<file path="src/hcbp_pkg.sv">
// ----------------------------------------------------------------------------
// hcbp_pkg
// Shared types and constants for the Huffman code bit packer.
// ----------------------------------------------------------------------------
package hcbp_pkg;

  localparam int SYMBOL_COUNT = 256;
  localparam int MAX_CODE_LEN = 16;
  localparam int VALUE_W      = 16;
  localparam int LEN_W        = 5;
  localparam int SYM_W        = 8;
  localparam int BYTE_W       = 8;
  localparam int PEND_W       = BYTE_W - 1;
  localparam int CNT_W        = 3;
  localparam int LEN_LIMIT    = (MAX_CODE_LEN < VALUE_W) ? MAX_CODE_LEN : VALUE_W;
  localparam int ENTRY_W      = LEN_W + VALUE_W;
  localparam int ACC_W        = PEND_W + VALUE_W;
  localparam int QUEUE_DEPTH  = 4;
  localparam int QPTR_W       = $clog2(QUEUE_DEPTH);
  localparam int QCNT_W       = $clog2(QUEUE_DEPTH + 1);

  typedef enum logic [1:0] {
    KIND_LOAD   = 2'd0,
    KIND_ENCODE = 2'd1,
    KIND_FLUSH  = 2'd2
  } kind_t;

  typedef struct packed {
    logic               flush;
    logic [VALUE_W-1:0] code;
    logic [LEN_W-1:0]   len;
  } q_entry_t;

  typedef struct packed {
    logic push;
    logic full;
  } q_wr_ctl_t;

  typedef struct packed {
    logic pop;
    logic empty;
  } q_rd_ctl_t;

endpackage

</file>
<file path="src/hcbp_queue.sv">
// ----------------------------------------------------------------------------
// hcbp_queue
// Short FIFO of looked-up codes between the front and the packer.
// ----------------------------------------------------------------------------
module hcbp_queue import hcbp_pkg::*; (
  input  logic      clk,
  input  logic      rst,
  input  q_wr_ctl_t wr_ctl,
  input  q_entry_t  wr_entry,
  output logic      full,
  input  q_rd_ctl_t rd_ctl,
  output q_entry_t  rd_entry,
  output logic      empty
);

  q_entry_t          slots [QUEUE_DEPTH];
  logic [QPTR_W-1:0] wr_ptr;
  logic [QPTR_W-1:0] rd_ptr;
  logic [QCNT_W-1:0] count;

  assign full     = (count == QCNT_W'(QUEUE_DEPTH));
  assign empty    = (count == '0);
  assign rd_entry = slots[rd_ptr];

  always_ff @(posedge clk) begin
    if (wr_ctl.push) begin
      slots[wr_ptr] <= wr_entry;
    end
  end

  always_ff @(posedge clk) begin
    if (rst) begin
      wr_ptr <= '0;
      rd_ptr <= '0;
      count  <= '0;
    end else begin
      if (wr_ctl.push) begin
        wr_ptr <= wr_ptr + QPTR_W'(1);
      end
      if (rd_ctl.pop) begin
        rd_ptr <= rd_ptr + QPTR_W'(1);
      end
      unique case ({wr_ctl.push, rd_ctl.pop})
        2'b10:   count <= count + QCNT_W'(1);
        2'b01:   count <= count - QCNT_W'(1);
        default: count <= count;
      endcase
    end
  end

endmodule

</file>
<file path="config.mk">
export PLATFORM = sky130hd
export DESIGN_NAME = hcbp_queue
export DESIGN_NICKNAME = d
export VERILOG_FILES = /design/src/hcbp_pkg.sv /design/src/hcbp_queue.sv
export SDC_FILE = /design/constraint.sdc
export NUM_CORES = 1
export LEC_CHECK = 0
export ABC_CLOCK_PERIOD_IN_PS = 1570
export CAP_MARGIN = 40
export CORE_UTILIZATION = 40
export DETAILED_ROUTE_END_ITERATION = 6
export DONT_BUFFER_PORTS = 1
export GPL_ROUTABILITY_DRIVEN = 1
export HOLD_SLACK_MARGIN = 0.03
export PLACE_DENSITY = 0.6
export SETUP_SLACK_MARGIN = 0.4
export SLEW_MARGIN = 20
export SYNTH_ARGS = -nofsm -noshare
export SYNTH_HDL_FRONTEND = slang
export SYNTH_SLANG_ARGS = --single-unit
</file>
<file path="constraint.sdc">
create_clock -name clk -period 1.57 [get_ports clk]
set_input_delay 0.314 -clock clk [delete_from_list [all_inputs] [get_ports clk]]
set_output_delay 0.314 -clock clk [all_outputs]
set_load 0.01 [all_outputs]
</file>
; Word-level counts from Yosys, hierarchy flattened
; Memories as Yosys holds them, arrays and structs flattened. A register that Yosys moved wholly into a read port is not among the register bits.
; Cells that the tools add are included.
; W data, S select, Z words.
[op_classes]
n_addsub = 4
mux = 5
n_reduce_logical = 2
n_eq_ne = 3
[op_table]
columns = operator, n
row1 = $pmux W3 S2, 1
row2 = $add A2 B1 Y2 const B, 2
row3 = $mux W2, 2
row4 = $add A3 B1 Y3 const B, 1
row5 = $eq A3 B3 Y1 const B, 1
row6 = $logic_not A3 Y1, 1
row7 = $sub A3 B1 Y3 const B, 1
row8 = $eq A2 B1 Y1 const B, 1
row9 = $eq A2 B2 Y1 const B, 1
row10 = $mux W1, 2
row11 = $reduce_bool A2 Y1, 1
[totals]
ff_bits = 7
out_inout_bits = 24
mem_bits_rw = 88
inputBits = 28
n_memories = 1
[memory_table]
columns = name, words, word_bits, read_ports, rd_ports_with_merged_regs, write_ports, line
row1 = slots, 4, 22, 1, 1, 1, hcbp_queue.sv:16  ; q_entry_t slots [QUEUE_DEPTH];

; Depth between registers and ports, before layout
[logic_depth]
ltp_word = 3
mapped_depth = 7
mapped_depth_nobuf = 7

; Worst setup path before layout
; No wires, ideal clock.
[synth_path]
path_type = input -> register
startpoint = input port wr_ctl[1] (netlist bit)
endpoint = register count[2]
setup_time_ns = 0.070
arrival_ns = 1.493
t_required_ns = 1.500
stages = 7
path_slack_ns = 0.007
path_cell_list = inv_1 -> ha_1 -> inv_1 -> fa_1 -> xor2_1 -> or3_1 -> a21oi_1
[synth_between]
elab_chain_len = 2
word_cells_on_any_way = 4
cone_classes = eq/ne: 2 / mux: 1 / reduce/logical: 1
[synth_rtl]
columns = element, line
row1 = "start, declared", hcbp_queue.sv:8  ; input q_wr_ctl_t wr_ctl,
row2 = $eq A2 B1 Y1 / $eq A2 B2 Y1 (equally long branches), hcbp_queue.sv:43  ; unique case ({wr_ctl.push, rd_ctl.pop})
row3 = $pmux W3 S2 / $reduce_bool A2 Y1 (equally long branches), --
row4 = "end signal, assigned", hcbp_queue.sv:44  ; 2'b10: count <= count + QCNT_W'(1);
row5 = "end signal, assigned", hcbp_queue.sv:45  ; 2'b01: count <= count - QCNT_W'(1);
row6 = "end signal, assigned", hcbp_queue.sv:46  ; default: count <= count;
row7 = "end, declared", hcbp_queue.sv:19  ; logic [QCNT_W-1:0] count;
; Several ways; a longest one is shown, not always the timed one.
; A chain may end at the register's enable or synchronous reset.

==> metrics.md <==
| Metric | Value |
|---|---|
| TritonCTS buffer count | `9` |
| Yosys reg bits | `97` |
| Inserted Diodes | `0` |
| Overflow after GRT | `0` |
| WS Path Type | `reg2out` |
| Largest net degree at the start of global routing | `23` |
| Hold_ws | `0.0551 ns` |
| WL/cell | `22.6 um` |
| Clk_skew | `0.00465 ns` |
| Clock root cell | `clkbuf_8` |
| Clk Latency, worst-skew pair | `0.34 ns` |
| Slowest-stage cell, CP | `mux4_2` |
| Initial Util | `41.4%` |
| Syn Area/Cell | `22.4 um^2` |
| Cell chain of the critical path | `buf_12 -> mux4_2` |
| Syn Nets | `195` |
| Slowest stage delay, CP | `0.57 ns` |
| Drt first pass iters | `7` |
| IO Port Bufs | `0` |
| Sequential-to-total area share from yosys stat | `78.1%` |
| Area Growth Syn to Fin | `18.9%` |
| Violated checks | `setup timing` |
| Most frequent cells in the layout | `88 x edfxtp_1, 22 x mux4_2, 16 x and2_4, 9 x clkbuf_8` |
| I/O pins | `52` |
| Critical Path AT | `1.47 ns` |
| Ys Warns | `0` |
| Top delay family on crit path | `multiplexers` |
| Crit end category | `output pin` |
| Longest Clk Path Bufs | `2` |
| Worst-Margin Slew | `0.251 ns` |
| Post-Syn Area | `3610 um^2` |
| CTS tree | `built` |
| Layout cell share with drive strength beyond 1 | `41.4%` |
| Tot Pwr | `5.00 mW` |
| Worst Path Max Fanout | `13` |
| CP required | `1.26 ns` |
| Post-placement cell area | `3800 um^2` |
| Cells after Synth | `161` |
| Reg clk slew, reported paths | `0.08 ns` |
| Max-capacitance violation count | `0` |
| H-tree levels | `3` |
| Distinct cells, synth | `21` |
| # fillers | `699` |
| Via Count | `1653` |
| Die H | `97.0 um` |
| DR iter-0 viols | `61` |
| Placer Congestion | `0.652` |
| Final Util | `49.2%` |
| Clock tree sinks | `97` |
| First-pass GRT wire length | `10400 um` |
| Antenna Nets Post-Route | `0` |
| Most common cell after layout, fill and taps aside | `edfxtp_1` |
| FF-to-FF setup slack | `0.09 ns` |
| Initial antenna violation count | `0` |
| Final period util | `113%` |
| Std-Cell Core Area | `8720 um^2` |
| Buf/Inv on CP | `1` |
| Routed Wire Length | `6910 um` |
| Storage cell area | `2840 um^2` |
| RSZ-0062 raised after global routing | `true` |
| Status | `finished with violations` |
| Die ar. | `9410 um^2` |
| Nets@finish | `227` |
| Residual DRC | `0` |
| Number of global-route vias before repair | `1859` |
| Final HPWL DP | `3600 um` |
| Final min period | `1.78 ns` |
| Worst slack at placement | `0.0554 ns` |
| Slew Limit Fails | `0` |
| Via density | `5.40` |
| Row count | `34` |
| Endpoints failing hold | `0` |
| Hold/Removal Path Class | `in2reg` |
| Worst setup SP type | `flip-flop` |
| Max Fclk | `561 MHz` |
| Gr usage total | `15.5%` |
| Leak | `1.36 nW` |
| Post-route cell area | `4290 um^2` |
| Max VDD drop | `0.000412 V` |
| Worst setup margin | `-0.211 ns` |
| Multi-input logic area | `942 um^2` |
| Endpoints failing setup | `22` |
| Slew Limit Headroom | `83.2%` |
| Die Wd | `97.0 um` |
| PD cells | `1160 nW/um^2` |
area by class of cell:
cell class                 instances  share of cell area (%)
tap                              108                    3.15
timing repair buffer              14                    3.90
clock buffer                      10                    2.97
inverter                           6                    1.05
clock inverter                     6                   0.787
multi-input combinational         65                    21.9
sequential                        97                    66.2
cells by family after synthesis:
group	Yosys count	synth area share (%)
DFF	97	78.1
muxes	23	14.2
and+or+nand+nor	16	2.11
buffers and inverters	11	1.63
adders and majority gates	6	2.29
xor gates and xnor gates	5	1.21
AOI/OAI and AO/OA	3	0.416
state kept, by name, indices dropped and copies added, names as in the netlist, named ones only:
name	flops
slots	88
count	3
wr_ptr	2
rd_ptr	2
synthesized netlist by cell type:
cell type | n | area [um^2]
buf_6 | 2 | 22.5
clkbuf_1 | 1 | 3.75
ha_1 | 5 | 62.6
nand2_1 | 1 | 3.75
nor3_1 | 1 | 5.00
xor2_1 | 3 | 26.3
mux4_2 | 20 | 450
inv_1 | 6 | 22.5
mux4_1 | 2 | 52.6
nor2_1 | 8 | 30.0
dfxtp_1 | 9 | 180
edfxtp_1 | 88 | 2640
or3_1 | 1 | 6.26
a21oi_1 | 2 | 10.0
and3_1 | 1 | 6.26
mux2i_1 | 1 | 10.0
buf_2 | 2 | 10.0
and2_1 | 4 | 25.0
fa_1 | 1 | 20.0
xnor2_1 | 2 | 17.5
o21ai_0 | 1 | 5.00
path summary, 6_finish.rpt:
path                   to  depth (start not counted)       from
max reg2reg      count[2]                          5   count[0]
min             rd_ptr[1]                          1        rst
min reg2reg      count[2]                          2   count[2]
max          rd_entry[10]                          2  flip-flop
worst reg2reg max path, stage by stage, from the launching register on:
cell and delay [ns]:
dfxtp_4 0.37, inv_4 0.04, fa_2 0.39, xor2_2 0.16
or3_1 0.33, a21oi_2 0.12
metrics by stage:
step / setup TNS, ns / cells
2_1_floorplan: 0 / 161
3_3_place_gp: 0 / 267
3_5_place_dp: 0 / 267
4_1_cts: -4.59 / 299
5_1_grt: -5.12 / 306
6_report: -4.02 / 306
layer usage:
metal,up-vias,global-route usage [%],wire length (um)
li1,722,-,-
met1,867,16.8,2650
met2,49,27.6,3790
met3,15,5.49,338
met4,0,5.86,128
met5,-,0,0
where the power goes:
group	total (mW)	leakage, nW	internal (mW)	switching, mW
Clock	1.35	0.0815	0.566	0.788
Sequential	3.01	0.886	2.96	0.0577
Combinational	0.631	0.388	0.312	0.319
Total	5.00	1.36	3.83	1.16
repair_timing:
action                                  CTS  global route
cloned                                   12             0
endpoints found under the hold margin     6            16
pin swaps                                11             5
setup buffers                             3             1
hold buffers                              1             6
gates resized for setup                  37            10
endpoints found under the setup margin  114            79
No activity file was read; power rests on OpenSTA's default activity.
