==> src/hcbp_pkg.sv <==
// ----------------------------------------------------------------------------
// hcbp_pkg
// Shared types and constants for the Huffman code bit packer.
// ----------------------------------------------------------------------------
package hcbp_pkg;

  localparam int SYMBOL_COUNT = 256;
  localparam int MAX_CODE_LEN = 16;
  localparam int VALUE_W      = 16;
  localparam int LEN_W        = 5;
  localparam int SYM_W        = 8;
  localparam int BYTE_W       = 8;
  localparam int PEND_W       = BYTE_W - 1;
  localparam int CNT_W        = 3;
  localparam int LEN_LIMIT    = (MAX_CODE_LEN < VALUE_W) ? MAX_CODE_LEN : VALUE_W;
  localparam int ENTRY_W      = LEN_W + VALUE_W;
  localparam int ACC_W        = PEND_W + VALUE_W;
  localparam int QUEUE_DEPTH  = 4;
  localparam int QPTR_W       = $clog2(QUEUE_DEPTH);
  localparam int QCNT_W       = $clog2(QUEUE_DEPTH + 1);

  typedef enum logic [1:0] {
    KIND_LOAD   = 2'd0,
    KIND_ENCODE = 2'd1,
    KIND_FLUSH  = 2'd2
  } kind_t;

  typedef struct packed {
    logic               flush;
    logic [VALUE_W-1:0] code;
    logic [LEN_W-1:0]   len;
  } q_entry_t;

  typedef struct packed {
    logic push;
    logic full;
  } q_wr_ctl_t;

  typedef struct packed {
    logic pop;
    logic empty;
  } q_rd_ctl_t;

endpackage

==> src/hcbp_if.sv <==


interface hcbp_result_if import hcbp_pkg::*; ();
  logic              valid;
  logic              ready;
  logic [BYTE_W-1:0] out_byte;
  logic              last;

  modport source (output valid, out_byte, last, input ready);
  modport sink   (input valid, out_byte, last, output ready);
endinterface

==> src/hcbp_back.sv <==
// ----------------------------------------------------------------------------
// hcbp_back
// Packs queued codes into bytes, MSB first, and drives the result channel.
// ----------------------------------------------------------------------------
module hcbp_back import hcbp_pkg::*; (
  input  logic       clk,
  input  logic       rst,
  input  q_entry_t   entry,
  input  logic       q_empty,
  output q_rd_ctl_t  rd_ctl,
  hcbp_result_if.source result
);

  logic              o_valid;
  logic [BYTE_W-1:0] o_byte;
  logic              o_last;
  logic              b2_valid;
  logic [BYTE_W-1:0] b2_byte;
  logic [PEND_W-1:0] pending_bits;
  logic [CNT_W-1:0]  pending_count;

  logic              out_free;
  logic              pop;
  logic [LEN_W-1:0]  total;
  logic [LEN_W-1:0]  sh1;
  logic [LEN_W-1:0]  sh2;
  logic [ACC_W-1:0]  acc;
  logic [BYTE_W-1:0] byte1;
  logic [BYTE_W-1:0] byte2;
  logic [CNT_W-1:0]  rem;
  logic [BYTE_W-1:0] keep_mask;
  logic [PEND_W-1:0] new_pending;
  logic [BYTE_W-1:0] flush_byte;

  always_comb begin
    out_free    = !o_valid || result.ready;
    pop         = !q_empty && !b2_valid && out_free;
    total       = LEN_W'(pending_count) + entry.len;
    sh1         = total - LEN_W'(BYTE_W);
    sh2         = total - LEN_W'(2 * BYTE_W);
    acc         = (ACC_W'(pending_bits) << entry.len) | ACC_W'(entry.code);
    byte1       = BYTE_W'(acc >> sh1);
    byte2       = BYTE_W'(acc >> sh2);
    rem         = total[CNT_W-1:0];
    keep_mask   = (BYTE_W'(1) << rem) - BYTE_W'(1);
    new_pending = acc[PEND_W-1:0] & keep_mask[PEND_W-1:0];
    flush_byte  = BYTE_W'(pending_bits) << (4'(BYTE_W) - 4'(pending_count));
    rd_ctl.pop   = pop;
    rd_ctl.empty = q_empty;
    result.valid    = o_valid;
    result.out_byte = o_byte;
    result.last     = o_last;
  end

  always_ff @(posedge clk) begin
    if (rst) begin
      o_valid       <= 1'b0;
      b2_valid      <= 1'b0;
      pending_bits  <= '0;
      pending_count <= '0;
    end else if (out_free) begin
      o_valid <= 1'b0;
      if (b2_valid) begin
        o_valid  <= 1'b1;
        o_byte   <= b2_byte;
        o_last   <= 1'b1;
        b2_valid <= 1'b0;
      end else if (pop) begin
        if (entry.flush) begin
          if (pending_count != '0) begin
            o_valid <= 1'b1;
            o_byte  <= flush_byte;
            o_last  <= 1'b1;
          end
          pending_bits  <= '0;
          pending_count <= '0;
        end else begin
          if (total >= LEN_W'(2 * BYTE_W)) begin
            o_valid  <= 1'b1;
            o_byte   <= byte1;
            o_last   <= 1'b0;
            b2_valid <= 1'b1;
            b2_byte  <= byte2;
          end else if (total >= LEN_W'(BYTE_W)) begin
            o_valid <= 1'b1;
            o_byte  <= byte1;
            o_last  <= 1'b1;
          end
          pending_bits  <= new_pending;
          pending_count <= rem;
        end
      end
    end
  end

endmodule

==> src/flat_wrapper.sv <==
// flat-port wrapper written by rule: the top's interface ports become plain ports
module hcbp_back_flat import hcbp_pkg::*;
  (clk, rst, entry, q_empty, rd_ctl, result_valid, result_out_byte, result_last, result_ready);
  hcbp_result_if result_i ();
  input  logic clk;
  input  logic rst;
  input  q_entry_t entry;
  input  logic q_empty;
  output q_rd_ctl_t rd_ctl;
  output wire logic [$bits(result_i.valid)-1:0] result_valid;
  output wire logic [$bits(result_i.out_byte)-1:0] result_out_byte;
  output wire logic [$bits(result_i.last)-1:0] result_last;
  input wire logic [$bits(result_i.ready)-1:0] result_ready;
  assign result_valid = result_i.valid;
  assign result_out_byte = result_i.out_byte;
  assign result_last = result_i.last;
  assign result_i.ready = result_ready;
  hcbp_back u_core (.clk(clk), .rst(rst), .entry(entry), .q_empty(q_empty), .rd_ctl(rd_ctl), .result(result_i));
endmodule
==> config.mk <==
export PLATFORM = sky130hd
export DESIGN_NAME = hcbp_back_flat
export DESIGN_NICKNAME = d
export VERILOG_FILES = /design/src/hcbp_pkg.sv /design/src/hcbp_if.sv /design/src/hcbp_back.sv /design/src/flat_wrapper.sv
export SDC_FILE = /design/constraint.sdc
export NUM_CORES = 1
export LEC_CHECK = 0
export ABC_AREA = 1
export ABC_CLOCK_PERIOD_IN_PS = 4100
export BUFFER_PORTS_ARGS = -buffer_cell sky130_fd_sc_hd__buf_4
export CAP_MARGIN = 20
export CORE_ASPECT_RATIO = 1.25
export CORE_MARGIN = 2
export CORE_UTILIZATION = 60
export CTS_CLUSTER_SIZE = 14
export DETAILED_ROUTE_END_ITERATION = 12
export GPL_ROUTABILITY_DRIVEN = 1
export MAX_ROUTING_LAYER = met4
export PLACE_DENSITY = 0.87
export SETUP_SLACK_MARGIN = 0.02
export SLEW_MARGIN = 10
export SYNTH_ARGS = -nofsm -noshare
export SYNTH_HDL_FRONTEND = slang
export SYNTH_SLANG_ARGS = --single-unit
==> constraint.sdc <==
create_clock -name clk -period 4.1 [get_ports clk]
set_clock_uncertainty 0.15 [all_clocks]
set_input_delay 0.41 -clock clk [delete_from_list [all_inputs] [get_ports clk]]
set_output_delay 0.41 -clock clk [all_outputs]
set_load 0.02 [all_outputs]
=== Word level (Yosys, flattened, before mapping) ===
Cells that the tools add are included.

* Output and inout port bits: 12
* Input port bits: 26
* Word-level logic and storage cells: 60
* Register bits after elaboration: 29

* Eq/ne operators: 1
* Order comparisons: 2
* Bitwise operators: 5
* Shift operators: 5
* Muxes and demuxes: 23
* $add $sub $neg: 5
* Reductions and logical operators: 12

{| class="wikitable"
|+ Operator list
! cell !! number
|-
| $mux W8 || 6
|-
| $shr A23 B5 Y8 || 2
|-
| $or A23 B16 Y23 || 1
|-
| $shl A7 B5 Y23 || 1
|-
| $mux W1 || 15
|-
| $shl A7 B4 Y8 || 1
|-
| $and A7 B7 Y7 || 1
|-
| $mux W7 || 1
|-
| $shl A1 B3 Y7 const A || 1
|-
| $sub A7 B2 Y7 const B || 1
|-
| $reduce_and A6 Y1 || 1
|-
| $add A3 B5 Y5 || 1
|-
| $ge A5 B4 Y1 const B || 1
|-
| $ge A5 B5 Y1 const B || 1
|-
| $reduce_and A5 Y1 || 1
|-
| $sub A5 B4 Y5 const B || 1
|-
| $sub A5 B5 Y5 const B || 1
|-
| $reduce_bool A4 Y1 || 1
|-
| $sub A4 B3 Y4 const A || 1
|-
| $logic_not A1 Y1 || 3
|-
| $mux W3 || 1
|-
| $ne A3 B1 Y1 const B || 1
|-
| $not A1 Y1 || 3
|-
| $reduce_and A3 Y1 || 1
|-
| other kinds (4) || 5
|}

=== Logic depth before layout (Yosys ltp) ===
Gate-level depths: netlist (run 1).

* Word-level depth: 8
* Depth in mapped cells: 18
* Mapped depth without buffers: 17

=== Worst setup path before layout (run 1) ===
No wires, ideal clock.

* Path kind: input to register
* Start point: in entry[2] (netlist bit)
* End point: reg u_core.o_last, in the netlist u_core.result.last (enable)
* Stages on the path: 12
* Library setup time: 0.374 ns
* Path slack: 1.053 ns
* Buffers on the path: 1
* Arrival time: 2.523 ns
* Cells stage by stage: ha_1 > nand3_1 > nand3_1 > xor2_2 > inv_2 > clkbuf_1 > ha_1 > o2111ai_1 > nand2_1 > a21oi_1 > o21ai_1 > nor2_1

* Cells in the longest elaborated chain, start to end: 4

{| class="wikitable"
|+ RTL lines
! item !! line !! text
|-
| start, declared || flat_wrapper.sv:7 || <nowiki>input q_entry_t entry;</nowiki>
|-
| $add A3 B5 Y5 * || hcbp_back.sv:38 || <nowiki>total = LEN_W'(pending_count) + entry.len;</nowiki>
|-
| $ge A5 B4 Y1 / $ge A5 B5 Y1 (equally long branches) || hcbp_back.sv:84, hcbp_back.sv:78 ||
|-
| $reduce_bool A4 Y1 (no source line) * || -- ||
|-
| $reduce_and A5 Y1 (no source line) * || -- ||
|-
| end signal, assigned || hcbp_back.sv:66 || <nowiki>o_last <= 1'b1;</nowiki>
|-
| end signal, assigned || hcbp_back.sv:81 || <nowiki>o_last <= 1'b0;</nowiki>
|-
| end signal, assigned || hcbp_back.sv:87 || <nowiki>o_last <= 1'b1;</nowiki>
|-
| end, declared || hcbp_back.sv:16 || <nowiki>logic o_last;</nowiki>
|}

Every way passes the cells marked *; elsewhere a longest branch is shown, timed or not.
A chain may end at the register's enable or synchronous reset.

=== Final worst setup path (run 1) ===
* Start point: reg u_core.pending_count[0]
* End point: reg u_core.o_byte[7], in the netlist u_core.result.out_byte[7] (enable)

* Cells in the longest elaborated chain, start to end: 4

{| class="wikitable"
|+ RTL lines
! item !! line !! text
|-
| start, declared || hcbp_back.sv:20 || <nowiki>logic [CNT_W-1:0] pending_count;</nowiki>
|-
| start signal, assigned || hcbp_back.sv:90 || <nowiki>pending_count <= rem;</nowiki>
|-
| $add A3 B5 Y5 || hcbp_back.sv:38 ||
|-
| $ge A5 B4 Y1 / $ge A5 B5 Y1 (equally long branches) || hcbp_back.sv:84, hcbp_back.sv:78 ||
|-
| $reduce_bool A4 Y1 (no source line) || -- ||
|-
| $reduce_and A5 Y1 (no source line) * || -- ||
|-
| end signal, assigned || hcbp_back.sv:65 || <nowiki>o_byte <= b2_byte;</nowiki>
|-
| end signal, assigned || hcbp_back.sv:80 || <nowiki>o_byte <= byte1;</nowiki>
|-
| end signal, assigned || hcbp_back.sv:86 || <nowiki>o_byte <= byte1;</nowiki>
|-
| end, declared || hcbp_back.sv:15 || <nowiki>logic [BYTE_W-1:0] o_byte;</nowiki>
|}

Marks and branches as above.

==> impl_metrics.py, run 1 <==
metrics = {
    "flow_run": {
        "cap_violations": 0,
    },
    "global_routing": {
        "grt_max_degree": 26,
        "track_usage_pct": 36.5,
        "grt_overflow": 0,
        "antenna_found_initial": 0,
        "first_global_vias": 3783,
        "grt_pass1_wl_um": 17400,
    },
    "timing": {
        "setup_violations": 0,
        "period_share_pct": 79.8,
        "slew_headroom_pct": 44.8,
        "drv_slew": 0,
        "hold_slack_ns": 0.247,
        "hold_violations": 0,
        "min_period_ns": 3.27,
        "fmaxAchievable_mhz": 306,
        "fin_setup_tns_ns": 0,
        "rsz0062_at_grt": "no",
        "tightest_slew_ns": 0.827,
    },
    "clocking": {
        "cts_repair_resize_count": 0,
        "postCtsSetupBuffers": 0,
        "cts_tree": "built",
        "cts_htree_levels": 2,
        "cts_buffers": 5,
        "cts.sinks": 29,
        "clock_path_buffers": 2,
        "postCtsHoldBufs": 0,
        "clk_pin_slew_ns": 0.07,
        "clk_latency_ns": 0.28,
        "clock_tree.root_cell": "clkbuf_8",
    },
    "placed_design": {
        "gp_congestion": 0.987,
        "io_buffers": 37,
        "place_area_sq_mm": 0.00363,
        "hpwl_um": 8390,
    },
    "status": {
        "outcome": "finished, final reports clean",
    },
    "power": {
        "vdd_drop_max_mv": 0.126,
        "leakage_nw": 1.71,
        "p_seq_share_pct": 31.2,
        "p_per_area_mw_per_mm2": 298,
        "swShare_pct": 43.3,
        "internal-power_mw": 0.626,
        "p_switching_mw": 0.478,
        "p_comb_share_pct": 48.3,
        "clkPwrFrac_pct": 20.5,
    },
    "logic_synthesis": {
        "synth_top_family_by_area": "simple AND/OR/NAND/NOR gates",
        "synthFlopType": "edfxtp_1",
        "synthCells": 567,
        "synth_compound_area_share_pct": 9.91,
        "synth-seq-cells": 29,
        "synth_xor_xnor_area_share_pct": 1.48,
        "synth_nets": 601,
        "synth_cell_types": 39,
        "avgSynthCellArea_sq_um": 5.97,
        "synthSimpleGateAreaFrac_pct": 52.2,
        "async_reset_ff_share_pct": 0,
        "synthMuxAreaShare_pct": 0.592,
        "synth_edf_count": 17,
        "syn_area_sq_mm": 0.00338,
        "synthAdderAreaFrac_pct": 3.18,
        "ys_seq_area_share_pct": 22.2,
        "ys_warn_count": 0,
    },
    "setup_path": {
        "critPathLaunch": "u_core.pending_count[0]$_SDFFE_PP0P_",
        "path_buf_inv": 4,
        "cp-end-kind": "flop",
        "cp_max_fo": 22,
        "cpMaxStageDelayCell": "dfxtp_1",
        "max_stage_delay_ns": 0.63,
        "reg2reg_slack_ns": 0.83,
        "critPathKind": "flop to flop",
        "cp_data_arrival_time_ns": 3.11,
        "critPathLaunchType": "flop",
        "crit_required_ns": 3.94,
        "critPathTopFamily": "adder cells",
        "r2r-start": "u_core.pending_count[0]$_SDFFE_PP0P_",
        "crit_chain": "ha_1, fa_1, buf_4, inv_1, nand2_1, nor2_1, inv_1, o2111ai_1, nand2_1, a21oi_1, o21ai_1, nor2_1, buf_4",
    },
    "hold_path": {
        "hold_path_class": "primary input to flop",
        "hold_start": "rst",
    },
    "die": {
        "start_util_pct": 62.2,
        "io_pins": 38,
        "core-area_sq_mm": 0.00544,
        "rows": 30,
        "die_area_sq_mm": 0.00626,
        "die_width_um": 71.2,
        "die_y_um": 88.0,
    },
    "detailed_routing": {
        "routedWlPerCell_um": 16.3,
        "vias": 4046,
        "antenna_left": 0,
        "wl_um": 10600,
        "firstDrtPassIters": 6,
        "viasPerCell": 6.22,
        "drc": 0,
        "drtIter0Drc": 365,
    },
    "final_layout": {
        "final_layout_size_suffix_gt1_share_pct": 12.4,
        "n_antenna_cell": 0,
        "areaGrowthSynthToFinish_pct": 9.69,
        "final_area_sq_mm": 0.00371,
        "nNetsFinal": 620,
        "layout_common_cells": "157 x nand3_1, 157 x nand2_1, 44 x inv_1, 44 x buf_4, 38 x nor2_1",
    },
}
## cell usage after synthesis, types with 6 or more instances
library cell	n	share of area (%)
a21oi_1	19	2.8
a21oi_2	6	1.6
a31oi_1	6	1.1
buf_2	15	2.2
clkbuf_1	8	0.89
dfxtp_1	12	7.1
edfxtp_1	17	15
ha_1	7	2.6
inv_1	44	4.9
nand2_1	157	17
nand3_1	157	23
nand4_1	21	3.9
nor2_1	38	4.2
o21ai_0	15	2.2
## kinds of logic after synthesis
logic type / after synthesis
AND/OR/NAND/NOR: 387
buffers and inverters: 82
AO/OA/AOI/OAI: 55
flip-flops: 29
adder cells (fa/ha/maj): 8
XOR/XNOR: 4
multiplexers: 2
## sequential cells by signal, indices dropped and copies added (netlist names)
register / flops
u_core.pending_bits: 7
u_core.result.out_byte: 8
u_core.pending_count: 3
u_core.b2_byte: 8
u_core.result.last: 1
u_core.result.valid: 1
u_core.b2_valid: 1
## path summary, 6_finish.rpt
| path | to | cells after the start |
|---|---|---|
| min reg2reg | u_core.pending_bits[4]$_SDFFE_PP0P_ | 2 |
| max reg2reg | u_core.result.out_byte[7]$_DFFE_PP_ | 13 |
| max | u_core.result.out_byte[7]$_DFFE_PP_ | 13 |
| min | u_core.pending_bits[1]$_SDFFE_PP0P_ | 2 |
## worst register-to-register path, cell delays in order (launching register included)
cell and delay (ns):
dfxtp_1 0.63, ha_1 0.28, fa_1 0.42, buf_4 0.23, inv_1 0.10, nand2_1 0.08
nor2_1 0.20, inv_1 0.11, o2111ai_1 0.21, nand2_1 0.08, a21oi_1 0.14, o21ai_1 0.08
nor2_1 0.10, buf_4 0.17
## power groups by stage
stage / Combinational [mW] / Sequential, mW / Clock (mW)
2_1_floorplan: 0.381 / 0.355 / 0
3_3_place_gp: 0.510 / 0.350 / 0
3_5_place_dp: 0.518 / 0.350 / 0
4_1_cts: 0.522 / 0.344 / 0.225
5_1_grt: 0.593 / 0.346 / 0.238
6_report: 0.534 / 0.345 / 0.226
## cell type report
| cell class | count | area (sq um) |
|---|---|---|
| repair buffers | 44 | 330 |
| clock buffers | 6 | 72.6 |
| flip-flops and latches | 29 | 751 |
| well taps | 64 | 80.1 |
| multi-input cells | 456 | 2280 |
| inverters | 50 | 189 |
| fillers | 507 | 1730 |
| clock inverters | 2 | 10.0 |
## per-layer routing
layer	GRT usage, %	vias up	part of all wire [%]
li1	-	1979	-
met1	41.4	1820	39
met2	62.4	207	49
met3	4.14	40	7.1
met4	20.1	0	5.2
met5	-	-	0
## per-stage QoR
stage	instances	worst slack, ns	util (%)	power (mW)
2_1_floorplan	567	1.05	-	0.736
3_3_place_gp	643	0.969	66.7	0.860
3_5_place_dp	643	0.924	66.7	0.869
4_1_cts	651	0.899	68.2	1.09
5_1_grt	651	0.646	68.2	1.18
6_report	651	0.829	68.2	1.10
No activity file was read; power rests on OpenSTA's default activity.
==> run 2: changes to the inputs <==
--- a/config.mk
+++ b/config.mk
@@ -5,18 +5,18 @@
 export SDC_FILE = /design/constraint.sdc
 export NUM_CORES = 1
 export LEC_CHECK = 0
-export ABC_AREA = 1
-export ABC_CLOCK_PERIOD_IN_PS = 4100
+export ABC_AREA = 0
+export ABC_CLOCK_PERIOD_IN_PS = 3000
 export BUFFER_PORTS_ARGS = -buffer_cell sky130_fd_sc_hd__buf_4
 export CAP_MARGIN = 20
 export CORE_ASPECT_RATIO = 1.25
 export CORE_MARGIN = 2
-export CORE_UTILIZATION = 60
+export CORE_UTILIZATION = 55
 export CTS_CLUSTER_SIZE = 14
 export DETAILED_ROUTE_END_ITERATION = 12
 export GPL_ROUTABILITY_DRIVEN = 1
 export MAX_ROUTING_LAYER = met4
-export PLACE_DENSITY = 0.87
+export PLACE_DENSITY = 0.84
 export SETUP_SLACK_MARGIN = 0.02
 export SLEW_MARGIN = 10
 export SYNTH_ARGS = -nofsm -noshare
==> constraint.sdc (replaced) <==
create_clock -name clk -period 3 [get_ports clk]
set_clock_uncertainty 0.15 [all_clocks]
set_input_delay 0.3 -clock clk [delete_from_list [all_inputs] [get_ports clk]]
set_output_delay 0.3 -clock clk [all_outputs]
set_load 0.02 [all_outputs]
==> run 2 against run 1 <==
- the run now ends with negative setup slack left
- synthesized cell count is 19% lower
- cell count is 2.9% lower
- first-iteration DRC count is 70% higher
- synthesized area is 13% higher
- via count is 8.5% higher
- worst hold slack worse by 0.11 ns
- register-to-register slack worse by 0.88 ns
- non-clock buffer count is 83 higher
- count of clock-buffer cells in the layout stayed put
- critical path type unchanged
- highest routed layer unchanged
==> impl_metrics.py, run 2 <==
metrics = {
    "setup_path": {
        "crit_required_ns": 3.00,
        "max_stage_delay_ns": 0.84,
        "r2r_cells": 10,
        "cpMostUsedCell": "buf_4",
        "cp_data_arrival_time_ns": 3.05,
        "crit_chain": "buf_4, inv_1, ha_1, buf_4, mux2i_1, nor2_1, a311oi_1, a2111oi_0, a21oi_1, o21ai_1",
        "critPathTopFamily": "compound AO/OA/AOI/OAI gates",
        "critPathKind": "flop to flop",
        "path_buf_inv": 3,
        "cp-end-kind": "flop",
        "cp.depth": 10,
        "critPathLaunchType": "flop",
        "cp_max_fo": 11,
        "cpMaxStageDelayCell": "a2111oi_0",
    },
    "die": {
        "io_pins": 38,
        "rows": 33,
        "core-area_sq_mm": 0.00665,
        "die_width_um": 78.5,
        "start_util_pct": 57.3,
        "die_area_sq_mm": 0.00762,
        "die_y_um": 97.1,
    },
    "timing": {
        "tightest_slew_ns": 0.935,
        "min_period_ns": 3.05,
        "setup_slack_ns": -0.0502,
        "hold_violations": 0,
        "drv_slew": 0,
        "setup_violations": 1,
        "slew_headroom_pct": 36.1,
        "period_share_pct": 102,
        "fmaxAchievable_mhz": 328,
        "hold_slack_ns": 0.133,
    },
    "logic_synthesis": {
        "synth-seq-cells": 29,
        "ys_seq_area_share_pct": 19.7,
        "synth_cell_types": 77,
        "async_reset_ff_share_pct": 0,
        "avgSynthCellArea_sq_um": 8.31,
        "synthFlopType": "edfxtp_1",
        "yosysTopAreaCell": "edfxtp_1",
        "synth_most_common_cell": "nor2_1",
        "synth_top_area_share_pct": 13.4,
        "syn_area_sq_mm": 0.00381,
        "synthCells": 459,
        "synth_commonest_cells": "38 x nor2_1, 37 x mux2i_1, 33 x nand2_1",
        "synth.top_cells.by_area": "edfxtp_1 13%, mux2i_1 9.7%, mux4_2 6.5%",
        "synth_nets": 493,
        "ys_warn_count": 0,
        "synth_edf_count": 17,
    },
    "placed_design": {
        "hpwl_um": 10900,
        "gp_congestion": 1.02,
        "io_buffers": 37,
        "place_area_sq_mm": 0.00467,
        "dp.cells": 623,
    },
    "global_routing": {
        "grt_use_met3_pct": 3.72,
        "grt_pass1_wl_um": 22400,
        "antenna_found_initial": 0,
        "grt_overflow": 0,
        "met2_usage_pct": 67.0,
        "first_global_vias": 4332,
        "grt_max_degree": 22,
        "track_usage_pct": 38.4,
        "met1_usage_pct": 42.0,
        "top_usage_layer": "met2",
    },
    "clocking": {
        "clock_tree.root_cell": "clkbuf_8",
        "cts_htree_levels": 2,
        "postCtsHoldBufs": 0,
        "cts_tree": "built",
        "clk_latency_ns": 0.29,
        "cts_buffers": 5,
        "clk_pin_slew_ns": 0.07,
        "clock_path_buffers": 2,
        "cts.sinks": 29,
    },
    "detailed_routing": {
        "wl_um": 14700,
        "routedWlPerCell_um": 23.2,
        "vias": 4391,
        "viasPerCell": 6.95,
        "firstDrtPassIters": 6,
        "drtIter0Drc": 622,
        "drc": 0,
        "antenna_left": 0,
    },
    "final_layout": {
        "final_layout_size_suffix_gt1_share_pct": 36.3,
        "n_antenna_cell": 0,
        "areaGrowthSynthToFinish_pct": 27.2,
        "final_area_sq_mm": 0.00485,
        "final_cell_count_no_fill": 632,
        "layout_common_cells": "123 x buf_4, 35 x nor2_1, 34 x mux2i_1",
        "nNetsFinal": 578,
        "final_common_cell": "buf_4",
    },
    "hold_path": {
        "hold_depth": 2,
        "hold_path_class": "primary input to flop",
    },
    "status": {
        "outcome": "finished, violations left",
        "violations": "negative setup slack",
    },
    "flow_run": {
        "cap_violations": 0,
    },
    "power": {
        "leakage_nw": 1.96,
        "vdd_drop_max_mv": 0.254,
        "p_per_area_mw_per_mm2": 348,
    },
}
## run 2: per-stage QoR
stage | setup TNS [ns] | setup WS, ns | power [mW] | util, %
2_1_floorplan | 0 | 0.0223 | 1.01 | -
3_3_place_gp | -0.207 | -0.0904 | 1.27 | 70.3
3_5_place_dp | -1.53 | -0.194 | 1.30 | 70.3
4_1_cts | 0 | 0.0392 | 1.62 | 71.7
5_1_grt | -0.108 | -0.0738 | 1.75 | 73.0
6_report | -0.0502 | -0.0502 | 1.69 | 73.0
## run 2: cells by family (layout without fill, tap and decap cells)
family	count (synthesis)	count (layout)	share of synthesized area (%)
fa+ha+maj	8	8	2.82
mux	69	69	23.3
simple gates	142	142	19.1
xor+xnor	6	6	1.38
compound gates	140	140	26.0
flops	29	29	19.7
buf+inv	65	151	7.75
## run 2: where the power goes
part	switching, mW	internal (mW)
sequential	0.0162	0.451
combinational	0.500	0.401
clock	0.160	0.160
total	0.676	1.01
## run 2: what timing repair did
item,CTS,global route
setup endpoints to repair,2,20
gates resized for setup,2,28
pin swaps,0,6
setup buffers,0,1
## run 2: cell type report
cell class	instances	area (sq um)
Clock buffer	6	72.6
Clock inverter	2	10.0
Fill cell	481	1800
Inverter	16	60.1
Multi-Input combinational cell	365	2850
Sequential cell	29	759
Tap cell	87	109
Timing Repair Buffer	127	986
## run 2: per-layer routing
layer | wire (um) | vias up
li1 | - | 1938
met1 | 5100 | 2022
met2 | 7350 | 331
met3 | 1190 | 100
met4 | 1060 | 0
met5 | 0 | -
## run 2: worst register-to-register path: stages (launching register included)
cell and delay [ns]:
dfxtp_2 0.36, buf_4 0.19, inv_1 0.14, ha_1 0.44, buf_4 0.21, mux2i_1 0.14, nor2_1 0.13, a311oi_1 0.06
a2111oi_0 0.84, a21oi_1 0.12, o21ai_1 0.13
## run 2: path summary, 6_finish.rpt
check,start,slack (ns),endpoint
worst max-delay path,u_core.pending_count[0]$_SDFFE_PP0P_,-0.05,u_core.result.out_byte[7]$_DFFE_PP_
worst min-delay path,rst,0.13,u_core.pending_bits[1]$_SDFFE_PP0P_
worst max register to register,u_core.pending_count[0]$_SDFFE_PP0P_,-0.05,u_core.result.out_byte[7]$_DFFE_PP_
worst min register to register,u_core.b2_byte[7]$_SDFFCE_PP0P_,0.46,u_core.result.out_byte[7]$_DFFE_PP_
==> run 3: changes to the inputs <==
--- a/config.mk
+++ b/config.mk
@@ -16,7 +16,7 @@
 export DETAILED_ROUTE_END_ITERATION = 12
 export GPL_ROUTABILITY_DRIVEN = 1
 export MAX_ROUTING_LAYER = met4
-export PLACE_DENSITY = 0.84
+export PLACE_DENSITY = 0.78
 export SETUP_SLACK_MARGIN = 0.02
 export SLEW_MARGIN = 10
 export SYNTH_ARGS = -nofsm -noshare
==> run 3 against run 2 <==
- the run now ends clean
- sequential power about the same
- die area unchanged
- count of clock-buffer cells in the layout unchanged
- non-clock buffer count shrank 8
- total power decreased by 1.8%
- first-iteration DRC count is 14% lower
- largest power group unchanged
- highest routed layer unchanged
==> impl_metrics.py, run 3 (synthesized netlist as in run 2, its figures left out) <==
metrics = {
    "status": {
        "outcome": "finished, final reports clean",
    },
    "setup_path": {
        "cp_data_arrival_time_ns": 2.80,
        "critPathTopFamily": "multiplexers",
        "rr_endpoint": "u_core.result.out_byte[2]$_DFFE_PP_",
        "crit_required_ns": 2.87,
        "path_buf_inv": 0,
        "critPathKind": "flop to flop",
        "r2r_cells": 8,
        "cpMaxStageDelayCell": "mux4_2",
        "cp-end-kind": "flop",
        "cp_max_fo": 6,
        "crit_chain": "mux2_2, mux4_2, a21o_1, mux4_2, nor2_2, a21oi_1, mux2i_1, o21ai_0",
        "max_stage_delay_ns": 0.51,
        "reg2reg_slack_ns": 0.08,
        "cp.depth": 8,
        "cpMostUsedCell": "mux4_2",
        "critPathLaunchType": "flop",
        "r2r-start": "u_core.pending_bits[3]$_SDFFE_PP0P_",
    },
    "die": {
        "die_y_um": 97.1,
        "io_pins": 38,
        "die_width_um": 78.5,
        "rows": 33,
        "start_util_pct": 57.3,
        "die_area_sq_mm": 0.00762,
        "core-area_sq_mm": 0.00665,
    },
    "timing": {
        "min_period_ns": 2.92,
        "drv_slew": 0,
        "hold_violations": 0,
        "period_share_pct": 97.5,
        "setup_violations": 0,
        "setup_slack_ns": 0.0764,
        "slew_headroom_pct": 49.8,
        "fmaxAchievable_mhz": 342,
        "hold_slack_ns": 0.133,
        "tightest_slew_ns": 0.746,
    },
    "detailed_routing": {
        "drc": 0,
        "viasPerCell": 6.83,
        "antenna_left": 0,
        "vias": 4259,
        "routedWlPerCell_um": 21.9,
        "firstDrtPassIters": 5,
        "wl_um": 13700,
        "drtIter0Drc": 537,
    },
    "global_routing": {
        "grt_max_degree": 27,
        "first_global_vias": 4150,
        "track_usage_pct": 37.1,
        "grt_pass1_wl_um": 21300,
        "antenna_found_initial": 0,
        "grt_overflow": 0,
    },
    "final_layout": {
        "nNetsFinal": 570,
        "fillers": 527,
        "final_area_sq_mm": 0.00479,
        "areaGrowthSynthToFinish_pct": 25.6,
        "final_cell_count_no_fill": 624,
        "final_common_cell": "buf_4",
        "layout_common_cells": "117 x buf_4, 36 x nor2_1, 35 x mux2i_1",
        "n_antenna_cell": 0,
        "final_layout_size_suffix_gt1_share_pct": 35.0,
    },
    "flow_run": {
        "cap_violations": 0,
    },
    "hold_path": {
        "hold_path_class": "primary input to flop",
        "hold_path_end": "u_core.pending_bits[5]$_SDFFE_PP0P_",
        "hold_depth": 2,
        "hold_start": "rst",
    },
    "clocking": {
        "cts_htree_levels": 2,
        "postCtsHoldBufs": 0,
        "clk_latency_ns": 0.29,
        "cts_tree": "built",
        "cts_buffers": 5,
        "clk_pin_slew_ns": 0.07,
        "clock_path_buffers": 2,
        "cts.sinks": 29,
        "clock_tree.root_cell": "clkbuf_8",
    },
    "power": {
        "internal-power_mw": 1.00,
        "leakage_nw": 1.92,
        "clkPwrFrac_pct": 19.3,
        "total_power_mw": 1.66,
        "p_switching_mw": 0.656,
        "swShare_pct": 39.6,
        "vdd_drop_max_mv": 0.292,
        "p_per_area_mw_per_mm2": 346,
        "p_seq_share_pct": 28.1,
        "p_comb_share_pct": 52.6,
    },
    "placed_design": {
        "place_area_sq_mm": 0.00459,
        "gp_congestion": 1.02,
        "io_buffers": 37,
        "hpwl_um": 10700,
        "post-place-ws_ns": -0.185,
        "dp.cells": 614,
    },
}
-- run 3: final cells by class --
class                           instances  area [sq um]  area share [%]
Multi-Input combinational cell        365          2870            59.9
Clock inverter                          2          10.0           0.209
Tap cell                               87           109            2.27
Timing Repair Buffer                  119           910            19.0
Sequential cell                        29           758            15.8
Clock buffer                            6          72.6            1.52
Inverter                               16          60.1            1.25
-- run 3: worst max-delay path by stage --
stage                                              start                                  end  slack (ns)
floorplan           u_core.pending_count[1]$_SDFFE_PP0P_  u_core.result.out_byte[1]$_DFFE_PP_        0.02
finish               u_core.pending_bits[3]$_SDFFE_PP0P_  u_core.result.out_byte[2]$_DFFE_PP_        0.08
detailed placement                              entry[0]  u_core.result.out_byte[1]$_DFFE_PP_       -0.19
global route         u_core.pending_bits[3]$_SDFFE_PP0P_  u_core.result.out_byte[0]$_DFFE_PP_      -0.005
CTS                  u_core.pending_bits[6]$_SDFFE_PP0P_  u_core.result.out_byte[2]$_DFFE_PP_        0.03
global placement                                entry[0]  u_core.result.out_byte[1]$_DFFE_PP_       -0.11
-- run 3: timing repair --
item,CTS,global route
endpoints found under the setup margin,3,20
setup buffers,0,2
pin swaps,0,2
gates resized for setup,3,25
-- run 3: through the flow --
stage          TNS (ns)  utilization, %
2_1_floorplan         0               -
3_3_place_gp     -0.539            69.1
3_5_place_dp      -2.08            69.1
4_1_cts               0            70.6
5_1_grt        -0.00519            72.0
6_report              0            72.0
-- run 3: power groups by stage --
stage / Combinational, mW / Clock, mW / Sequential [mW]
detailed placement: 0.810 / 0 / 0.473
finish: 0.872 / 0.320 / 0.466
CTS: 0.820 / 0.319 / 0.465
global placement: 0.790 / 0 / 0.472
global route: 0.933 / 0.334 / 0.467
floorplan: 0.530 / 0 / 0.477
-- run 3: routing by layer --
metal,global-route usage (%),vias to the layer above,routed length (um)
met5,-,-,0
met4,26.5,0,1050
met3,3.35,70,936
met2,62.4,279,6740
met1,40.6,1992,4960
li1,-,1918,-
-- run 3: worst reg2reg max path: stages, from the launching register on --
cell     delay (ns)
dfxtp_1        0.37
mux2_2         0.34
mux4_2         0.50
a21o_1         0.25
mux4_2         0.51
nor2_2         0.17
a21oi_1        0.09
mux2i_1        0.18
o21ai_0        0.09
